===== src/crft_pkg.sv =====
// Shared types and operation codes for the request queue with throttle.
package crft_pkg;

	// Operation codes carried on the mode field.
	localparam logic [2:0] MODE_ENQUEUE  = 3'd0;
	localparam logic [2:0] MODE_CANCEL   = 3'd1;
	localparam logic [2:0] MODE_DISPATCH = 3'd2;
	localparam logic [2:0] MODE_TAKE     = 3'd3;
	localparam logic [2:0] MODE_FREE     = 3'd4;
	localparam logic [2:0] MODE_CLEAR    = 3'd5;

	// Sequencer states.
	typedef enum logic [4:0] {
		ST_IDLE   = 5'b00001,
		ST_EXEC   = 5'b00010,
		ST_SCAN   = 5'b00100,
		ST_SHIFT  = 5'b01000,
		ST_RESULT = 5'b10000
	} crft_state_t;

	// Request from the sequencer to the active-slot counter.
	typedef struct packed {
		logic take;
		logic free;
	} thr_req_t;

	// Status returned by the active-slot counter.
	typedef struct packed {
		logic refused;
		logic throttled;
	} thr_stat_t;

endpackage


===== src/crft_store.sv =====
// Queue storage: one write port and one read port with registered read data.
module crft_store #(
	parameter int DEPTH  = 16,
	parameter int WIDTH  = 16,
	parameter int ADDR_W = 4
) (
	input  logic              clk,
	input  logic              wr_en,
	input  logic [ADDR_W-1:0] wr_addr,
	input  logic [WIDTH-1:0]  wr_data,
	input  logic              rd_en,
	input  logic [ADDR_W-1:0] rd_addr,
	output logic [WIDTH-1:0]  rd_data
);

	logic [WIDTH-1:0] mem [DEPTH];
	logic [WIDTH-1:0] rd_data_q;

	always_ff @(posedge clk) begin
		if (wr_en) begin
			mem[wr_addr] <= wr_data;
		end
		if (rd_en) begin
			rd_data_q <= mem[rd_addr];
		end
	end

	assign rd_data = rd_data_q;

endmodule


===== src/crft_throttle.sv =====
// Active-slot counter with the configurable concurrency limit.
module crft_throttle
	import crft_pkg::*;
(
	input  logic       clk,
	input  logic       arst_n,
	input  logic       cfg_we,
	input  logic [7:0] cfg_wdata,
	input  thr_req_t   req,
	output thr_stat_t  stat
);

	logic [7:0] max_active_q;
	logic [7:0] active_q;
	logic       take_bad;
	logic       free_bad;

	// A slot may only be taken below the limit and only freed above zero.
	assign take_bad = req.take && (active_q >= max_active_q);
	assign free_bad = req.free && (active_q == 8'd0);

	assign stat.refused   = take_bad || free_bad;
	assign stat.throttled = (active_q == max_active_q);

	always_ff @(posedge clk or negedge arst_n) begin
		if (!arst_n) begin
			max_active_q <= 8'd8;
			active_q     <= 8'd0;
		end else begin
			if (cfg_we) begin
				max_active_q <= cfg_wdata;
			end
			if (req.take && !take_bad) begin
				active_q <= active_q + 8'd1;
			end else if (req.free && !free_bad) begin
				active_q <= active_q - 8'd1;
			end
		end
	end

endmodule


===== src/cancelable_request_fifo_throttle.sv =====
// Top level of the request queue with cancel and concurrency limit.
// One transaction is worked on at a time and in_stall stays high until its result has been
// loaded into the output register. Enqueue, slot taken, slot freed, clear and unused modes
// go from the execute state straight to the result state. Cancel and dispatch walk the queue
// through the single read port of the storage: they examine entries up to the match, then
// move each later entry one place towards the head; a cancel that misses ends after the last
// entry, and on an empty queue both go straight to the result state. The result register may
// hold a finished result while the next transaction is accepted; a second result waits until
// out_stall drops.
module cancelable_request_fifo_throttle
	import crft_pkg::*;
#(
	parameter int QUEUE_DEPTH = 16,
	parameter int ID_BITS     = 16
) (
	input  logic        clk,
	input  logic        arst_n,
	input  logic        cfg_we,
	input  logic [7:0]  cfg_wdata,
	input  logic        in_valid,
	output logic        in_stall,
	input  logic [2:0]  mode,
	input  logic [15:0] request_id,
	output logic        out_valid,
	input  logic        out_stall,
	output logic        found,
	output logic        dispatch_valid,
	output logic [15:0] dispatch_id,
	output logic        throttled,
	output logic [4:0]  queued_count,
	output logic        error
);

	localparam int KEEP_W = (ID_BITS < 16) ? ID_BITS : 16;
	localparam int IDX_W  = $clog2(QUEUE_DEPTH);
	localparam int CNT_W  = $clog2(QUEUE_DEPTH + 1);
	localparam int PTR_W  = $clog2(QUEUE_DEPTH + 2);
	localparam int QC_W   = (CNT_W > 5) ? CNT_W : 5;

	crft_state_t       state_q;
	logic [2:0]        mode_q;
	logic [KEEP_W-1:0] id_q;
	logic [CNT_W-1:0]  count_q;
	logic [PTR_W-1:0]  rd_idx_q;
	logic [PTR_W-1:0]  chk_idx_q;
	logic [PTR_W-1:0]  wr_idx_q;
	logic              chk_q;
	logic              res_found_q;
	logic              res_dvalid_q;
	logic [KEEP_W-1:0] res_did_q;
	logic              res_err_q;

	logic              out_valid_q;
	logic              out_found_q;
	logic              out_dvalid_q;
	logic [KEEP_W-1:0] out_did_q;
	logic              out_throttled_q;
	logic [CNT_W-1:0]  out_count_q;
	logic              out_err_q;

	logic              mem_wr_en;
	logic [IDX_W-1:0]  mem_wr_addr;
	logic [KEEP_W-1:0] mem_wr_data;
	logic              mem_rd_en;
	logic [KEEP_W-1:0] mem_rd_data;

	logic [PTR_W-1:0]  count_p;
	logic              is_dispatch;
	logic              hit;
	logic              shift_more;
	logic              res_load;
	thr_req_t          thr_req;
	thr_stat_t         thr_stat;
	logic [QC_W-1:0]   qc_ext;

	assign count_p     = PTR_W'(count_q);
	assign is_dispatch = (mode_q == MODE_DISPATCH);
	// Dispatch is a cancel whose first examined entry always matches.
	assign hit         = chk_q && (is_dispatch || (mem_rd_data == id_q));
	assign shift_more  = (wr_idx_q + PTR_W'(1)) < count_p;
	assign res_load    = (state_q == ST_RESULT) && (!out_valid_q || !out_stall);

	assign in_stall = (state_q != ST_IDLE);

	always_comb begin
		thr_req.take = 1'b0;
		thr_req.free = 1'b0;
		if (state_q == ST_EXEC) begin
			thr_req.take = (mode_q == MODE_TAKE);
			thr_req.free = (mode_q == MODE_FREE);
		end
	end

	crft_throttle u_throttle (
		.clk       (clk),
		.arst_n    (arst_n),
		.cfg_we    (cfg_we),
		.cfg_wdata (cfg_wdata),
		.req       (thr_req),
		.stat      (thr_stat)
	);

	// Memory ports: enqueue writes at the tail, compaction writes behind the read pointer.
	always_comb begin
		mem_wr_en   = 1'b0;
		mem_wr_addr = count_q[IDX_W-1:0];
		mem_wr_data = id_q;
		if (state_q == ST_EXEC && mode_q == MODE_ENQUEUE
				&& count_q < CNT_W'(QUEUE_DEPTH)) begin
			mem_wr_en = 1'b1;
		end else if (state_q == ST_SHIFT && shift_more) begin
			mem_wr_en   = 1'b1;
			mem_wr_addr = wr_idx_q[IDX_W-1:0];
			mem_wr_data = mem_rd_data;
		end
	end

	assign mem_rd_en = ((state_q == ST_SCAN) || (state_q == ST_SHIFT))
		&& (rd_idx_q < PTR_W'(QUEUE_DEPTH));

	crft_store #(
		.DEPTH  (QUEUE_DEPTH),
		.WIDTH  (KEEP_W),
		.ADDR_W (IDX_W)
	) u_store (
		.clk     (clk),
		.wr_en   (mem_wr_en),
		.wr_addr (mem_wr_addr),
		.wr_data (mem_wr_data),
		.rd_en   (mem_rd_en),
		.rd_addr (rd_idx_q[IDX_W-1:0]),
		.rd_data (mem_rd_data)
	);

	always_ff @(posedge clk or negedge arst_n) begin
		if (!arst_n) begin
			state_q  <= ST_IDLE;
			count_q  <= '0;
			chk_q    <= 1'b0;
		end else begin
			unique case (state_q)
				ST_IDLE: begin
					if (in_valid) begin
						state_q <= ST_EXEC;
					end
				end
				ST_EXEC: begin
					case (mode_q) inside
						MODE_ENQUEUE: begin
							state_q <= ST_RESULT;
							if (count_q < CNT_W'(QUEUE_DEPTH)) begin
								count_q <= count_q + CNT_W'(1);
							end
						end
						MODE_CANCEL, MODE_DISPATCH: begin
							if (count_q != '0) begin
								state_q <= ST_SCAN;
							end else begin
								state_q <= ST_RESULT;
							end
						end
						MODE_CLEAR: begin
							state_q <= ST_RESULT;
							count_q <= '0;
						end
						default: begin
							state_q <= ST_RESULT;
						end
					endcase
					chk_q <= 1'b0;
				end
				ST_SCAN: begin
					chk_q <= (rd_idx_q < count_p);
					if (hit) begin
						state_q <= ST_SHIFT;
					end else if (chk_q && (chk_idx_q + PTR_W'(1) == count_p)) begin
						state_q <= ST_RESULT;
					end
				end
				ST_SHIFT: begin
					if (!shift_more) begin
						count_q <= count_q - CNT_W'(1);
						state_q <= ST_RESULT;
					end
				end
				ST_RESULT: begin
					if (res_load) begin
						state_q <= ST_IDLE;
					end
				end
				default: begin
					state_q <= ST_IDLE;
				end
			endcase
		end
	end

	// Per-transaction working registers.
	always_ff @(posedge clk) begin
		if (state_q == ST_IDLE && in_valid) begin
			mode_q <= mode;
			id_q   <= request_id[KEEP_W-1:0];
		end
		case (state_q)
			ST_EXEC: begin
				rd_idx_q     <= '0;
				res_found_q  <= 1'b0;
				res_dvalid_q <= 1'b0;
				res_did_q    <= '0;
				case (mode_q) inside
					MODE_ENQUEUE: begin
						res_err_q <= (count_q >= CNT_W'(QUEUE_DEPTH));
					end
					MODE_TAKE, MODE_FREE: begin
						res_err_q <= thr_stat.refused;
					end
					MODE_CANCEL, MODE_DISPATCH, MODE_CLEAR: begin
						res_err_q <= 1'b0;
					end
					default: begin
						res_err_q <= 1'b1;
					end
				endcase
			end
			ST_SCAN: begin
				rd_idx_q  <= rd_idx_q + PTR_W'(1);
				chk_idx_q <= rd_idx_q;
				if (hit) begin
					wr_idx_q <= chk_idx_q;
					if (is_dispatch) begin
						res_dvalid_q <= 1'b1;
						res_did_q    <= mem_rd_data;
					end else begin
						res_found_q <= 1'b1;
					end
				end
			end
			ST_SHIFT: begin
				rd_idx_q <= rd_idx_q + PTR_W'(1);
				wr_idx_q <= wr_idx_q + PTR_W'(1);
			end
			default: begin
			end
		endcase
	end

	// Output register.
	always_ff @(posedge clk or negedge arst_n) begin
		if (!arst_n) begin
			out_valid_q <= 1'b0;
		end else if (res_load) begin
			out_valid_q <= 1'b1;
		end else if (!out_stall) begin
			out_valid_q <= 1'b0;
		end
	end

	always_ff @(posedge clk) begin
		if (res_load) begin
			out_found_q     <= res_found_q;
			out_dvalid_q    <= res_dvalid_q;
			out_did_q       <= res_did_q;
			out_throttled_q <= thr_stat.throttled;
			out_count_q     <= count_q;
			out_err_q       <= res_err_q;
		end
	end

	assign qc_ext = QC_W'(out_count_q);

	assign out_valid      = out_valid_q;
	assign found          = out_found_q;
	assign dispatch_valid = out_dvalid_q;
	assign dispatch_id    = 16'(out_did_q);
	assign throttled      = out_throttled_q;
	assign queued_count   = qc_ext[4:0];
	assign error          = out_err_q;

endmodule


===== config.mk =====
export PLATFORM = sky130hd
export DESIGN_NAME = cancelable_request_fifo_throttle
export DESIGN_NICKNAME = d
export VERILOG_FILES = /design/src/crft_pkg.sv /design/src/crft_store.sv /design/src/crft_throttle.sv /design/src/cancelable_request_fifo_throttle.sv
export SDC_FILE = /design/constraint.sdc
export NUM_CORES = 1
export LEC_CHECK = 0
export BUFFER_PORTS_ARGS = -buffer_cell sky130_fd_sc_hd__buf_2
export CORE_ASPECT_RATIO = 0.8
export CORE_MARGIN = 5
export CORE_UTILIZATION = 35
export DETAILED_ROUTE_END_ITERATION = 8
export GPL_TIMING_DRIVEN = 0
export PLACE_DENSITY = 0.61
export SYNTH_ARGS = -nofsm -noshare
export SYNTH_HDL_FRONTEND = slang
export SYNTH_HIERARCHICAL = 1
export SYNTH_SLANG_ARGS = --single-unit

===== constraint.sdc =====
create_clock -name clk -period 4.4 [get_ports clk]
set_input_delay 1.1 -clock clk [delete_from_list [all_inputs] [get_ports clk]]
set_output_delay 1.1 -clock clk [all_outputs]
set_load 0.01 [all_outputs]

==> PnR_summary.wiki <==
{| class="wikitable"
! Metric !! Value
|-
| Run status || complete, no violations
|-
| Reported max-cap violation count || 0
|-
| Worst Setup SP || count_p[1]
|-
| Detail Placement HPWL || 22,500 um
|-
| Mapped Avg Cell Area || around 17 um^2
|-
| Post-CTS Resized || 0
|-
| Count of flip-flops with a built-in enable after synthesis || 350
|-
| R2R Path Start || count_p[1]
|-
| Number of primary I/O pins || 59
|-
| Maximum count of clock buffers along a single path || 3
|-
| Sequential share of the synthesized area || 0.719
|-
| Worst Reg-to-Reg Cells || 12
|-
| Count of distinct cell types in the synthesized netlist || 71
|-
| Share of the core filled with cells || 0.414
|-
| Wire length of the first global-routing pass || roughly 49,000 um
|-
| Req. time, crit path || roughly 4.6 ns
|-
| Overall die height || just under 200 um
|-
| Library cell with the highest instance count after synthesis || sky130_fd_sc_hd__edfxtp_1
|-
| Worst min-delay path category || register to register
|-
| Initial core utilization || 0.353
|-
| Via density || 4.99
|-
| Worst Setup Path Type || register to register
|-
| Largest voltage drop on the vdd net || approximately 0.22 mV
|-
| Placer congestion estimate || roughly 0.79
|-
| Reg clk slew, reported paths || roughly 0.060 ns
|-
| Maximum number of pins on one net before global-route repair || 29
|-
| Beginning of the worst hold path || res_did_q[11]
|-
| Total of hold buffers inserted after clock tree synthesis || 0
|-
| Fraction of synthesized cell area taken by the top area cell type || 0.674
|-
| DIE AREA || roughly 49,000 um^2
|-
| Global-route usage over all layers || 0.132
|-
| Hold depth || 0
|-
| Clock sink count || about 380
|-
| Setup Total Neg Slack || 0 ns
|-
| Hold slack || roughly 0.42 ns
|-
| Worst setup timing slack at the placement stage || just over 0.08 ns
|-
| Later-pin clock latency in the skew report || 0.55 ns
|-
| Transition time of the tightest slew-check pin || ~0.95 ns
|-
| Netlist Area Pre-Place || approximately 16,000 um^2
|-
| Clock skew || between 0.02 and 0.025 ns
|-
| Final Slew Violations || 0
|-
| Gr ovfl total || 0
|-
| Element type at the critical path end || register
|-
| Number of antenna violations at the first check in global routing || 0
|-
| Worst Slack Setup Final || a little over 0.3 ns
|-
| Std cell rows || 69
|-
| Routed Wire Length || 32,600 um
|-
| Root buf cell || sky130_fd_sc_hd__clkbuf_16
|-
| Period utilization || 0.930
|-
| Synth Net Count || around 970
|-
| Vias in the first global route || just over 8,000
|-
| Synthesis Warnings || 6
|-
| Number of endpoints failing setup at the final stage || 0
|-
| Number of buffer cells added on primary ports || between 50 and 60
|-
| Area growth from synthesis to layout || 17.3%
|-
| DRC errors left || 0
|-
| Max H-tree Level || 2
|-
| Ant. Diodes || 0
|-
| Post-Synthesis Cells || slightly above 900
|-
| Nets || 1,085
|-
| Drt pass-1 iters || 5
|-
| List of most frequent post-synthesis cells || 350 x sky130_fd_sc_hd__edfxtp_1, 106 x sky130_fd_sc_hd__nand2_1, 54 x sky130_fd_sc_hd__mux4_2
|-
| Wire length per cell || around 20 um
|-
| Top FF cell, synth || sky130_fd_sc_hd__edfxtp_1
|-
| Placed Cells incl. Taps || between 1,500 and 2,000
|-
| Slew HR || 0.366
|-
| CP max FO || 10
|-
| Vias || between 8,000 and 9,000
|-
| Clock buffers created by TritonCTS || between 40 and 50
|-
| Placeable core region || roughly 44,000 um^2
|-
| Layout Cells excl Fill || ~1,700
|-
| Minimum clock period || approximately 4.1 ns
|-
| Setup repair after global routing missed its margin || false
|-
| Leading post-synthesis cells by cell area || sky130_fd_sc_hd__edfxtp_1 67%, sky130_fd_sc_hd__mux4_2 7.8%, sky130_fd_sc_hd__dfrtp_1 4.2%, sky130_fd_sc_hd__nand2_1 2.6%, sky130_fd_sc_hd__ha_1 2.0%
|-
| TritonCTS clock tree || built
|-
| Power per cell area || roughly 490 nW/um^2
|-
| Post-synthesis cell type with the largest combined area || sky130_fd_sc_hd__edfxtp_1
|-
| Endpoint arrival time on the critical path || 4.33 ns
|-
| Share of flip-flops with an asynchronous set or reset after synthesis || 0.0741
|-
| Hold Fails Final Rpt || 0
|-
| Pleak || approximately 6.3 nW
|-
| Number of nets still failing antenna checks after routing || 0
|-
| Setup bufs post-CTS || 0
|-
| Synthesized flop and latch total || between 300 and 400
|-
| Fraction of final layout cells sized beyond drive strength 1 || 0.235
|-
| Max Clk Rate || between 200 and 250 MHz
|-
| Die width || about 250 um
|-
| Type of element launching the critical path || register
|-
| Starting DRC count in detailed routing || ~560
|}
==> cell families (layout without fill, tap and decap cells) <==
logic type / count (synthesis) / after routing / synth area share
mux: 73 / 73 / 0.101
fa+ha+maj: 25 / 25 / 0.0201
buf+inv: 62 / 212 / 0.0207
flops: 378 / 378 / 0.719
xor+xnor: 36 / 36 / 0.0202
compound gates: 106 / 106 / 0.0486
simple gates: 228 / 228 / 0.0703
==> registers in the layout, indices dropped and copies added (netlist names), 3 cells and up <==
signal	flops
u_store/mem	256
dispatch_id	16
id_q	16
res_did_q	16
u_store/rd_data	16
u_throttle/active_q	8
u_throttle/max_active_q	8
chk_idx_q	5
count_p	5
queued_count	5
rd_idx_q	5
state_q	5
wr_idx_q	5
mode_q	3
==> worst max-delay path: stages, from the launching register on <==
cell and delay (ns):
sky130_fd_sc_hd__dfrtp_1 0.36, sky130_fd_sc_hd__clkbuf_1 0.29, sky130_fd_sc_hd__inv_1 0.22, sky130_fd_sc_hd__ha_1 0.32
sky130_fd_sc_hd__a21boi_0 0.15, sky130_fd_sc_hd__o21ai_0 0.10, sky130_fd_sc_hd__a21oi_1 0.23, sky130_fd_sc_hd__nor2_2 0.11
sky130_fd_sc_hd__buf_2 0.22, sky130_fd_sc_hd__o21ai_1 0.61, sky130_fd_sc_hd__nand2b_1 0.33, sky130_fd_sc_hd__nor2_2 0.58
sky130_fd_sc_hd__buf_8 0.24
==> placed cells by master (no fill, tap or decap), types with 3 or more instances in the layout <==
master	n
sky130_fd_sc_hd__nand2_1	106
sky130_fd_sc_hd__ha_1	25
sky130_fd_sc_hd__nor3_2	5
sky130_fd_sc_hd__nand2b_1	5
sky130_fd_sc_hd__bufinv_16	5
sky130_fd_sc_hd__and2_1	19
sky130_fd_sc_hd__nor2b_1	5
sky130_fd_sc_hd__inv_1	20
sky130_fd_sc_hd__mux2i_1	6
sky130_fd_sc_hd__dfrtp_1	26
sky130_fd_sc_hd__nand3_1	15
sky130_fd_sc_hd__buf_6	15
sky130_fd_sc_hd__nor3_1	6
sky130_fd_sc_hd__mux4_2	54
sky130_fd_sc_hd__xor2_1	8
sky130_fd_sc_hd__clkbuf_1	26
sky130_fd_sc_hd__clkbuf_16	43
sky130_fd_sc_hd__nor2_2	17
sky130_fd_sc_hd__clkinv_2	6
sky130_fd_sc_hd__nand3b_1	6
sky130_fd_sc_hd__edfxtp_1	350
sky130_fd_sc_hd__o21ai_0	22
sky130_fd_sc_hd__buf_1	4
sky130_fd_sc_hd__a22oi_1	33
sky130_fd_sc_hd__o31ai_1	4
sky130_fd_sc_hd__buf_8	11
sky130_fd_sc_hd__nor2_1	19
sky130_fd_sc_hd__buf_4	6
sky130_fd_sc_hd__mux4_1	10
sky130_fd_sc_hd__xnor2_1	28
sky130_fd_sc_hd__nand4_1	8
sky130_fd_sc_hd__o21ai_1	5
sky130_fd_sc_hd__buf_2	66
sky130_fd_sc_hd__a211o_1	3
sky130_fd_sc_hd__a21oi_1	9
sky130_fd_sc_hd__clkinv_1	6
==> routing by layer <==
metal  part of all wire  vias up  global-route usage
li1                   -     3794                   -
met1               0.48     4221               0.196
met2               0.45      230               0.200
met3              0.055       46              0.0244
met4              0.022        0              0.0380
met5                  0        -                   0
==> path summary, 6_finish.rpt <==
| kind | to | slack [ns] |
|---|---|---|
| min | dispatch_id[11] | 0.42 |
| min in group asynchronous | count_p[1] | 0.59 |
| min reg2reg | dispatch_id[11] | 0.42 |
| max in group asynchronous | u_throttle/active_q[3] | 3.39 |
| max reg2reg | u_store/mem[9][13] | 0.31 |
| max | u_store/mem[9][13] | 0.31 |
==> area by class of cell <==
type | instances | area (um^2)
Fill cell | 3985 | 25900
Sequential cell | 378 | 11200
Multi-Input combinational cell | 468 | 4120
Clock buffer | 53 | 1110
Tap cell | 603 | 754
Timing Repair Buffer | 77 | 542
Buffer | 42 | 248
Clock inverter | 20 | 228
Inverter | 20 | 75.1
==> stage by stage <==
step	power, mW	instance area, um^2
2_1_floorplan	5.19	15600
3_3_place_gp	5.55	16600
3_5_place_dp	5.59	16900
4_1_cts	9.04	18300
5_1_grt	9.32	18300
6_report	8.94	18300
==> report_power, final <==
part / leakage [nW] / switching (mW) / total [mW] / internal, mW
Sequential: 3.52 / 0.125 / 4.36 / 4.23
Clock: 0.654 / 1.35 / 3.42 / 2.08
Combinational: 2.11 / 0.720 / 1.16 / 0.445
(Power assumes the default switching activity.)
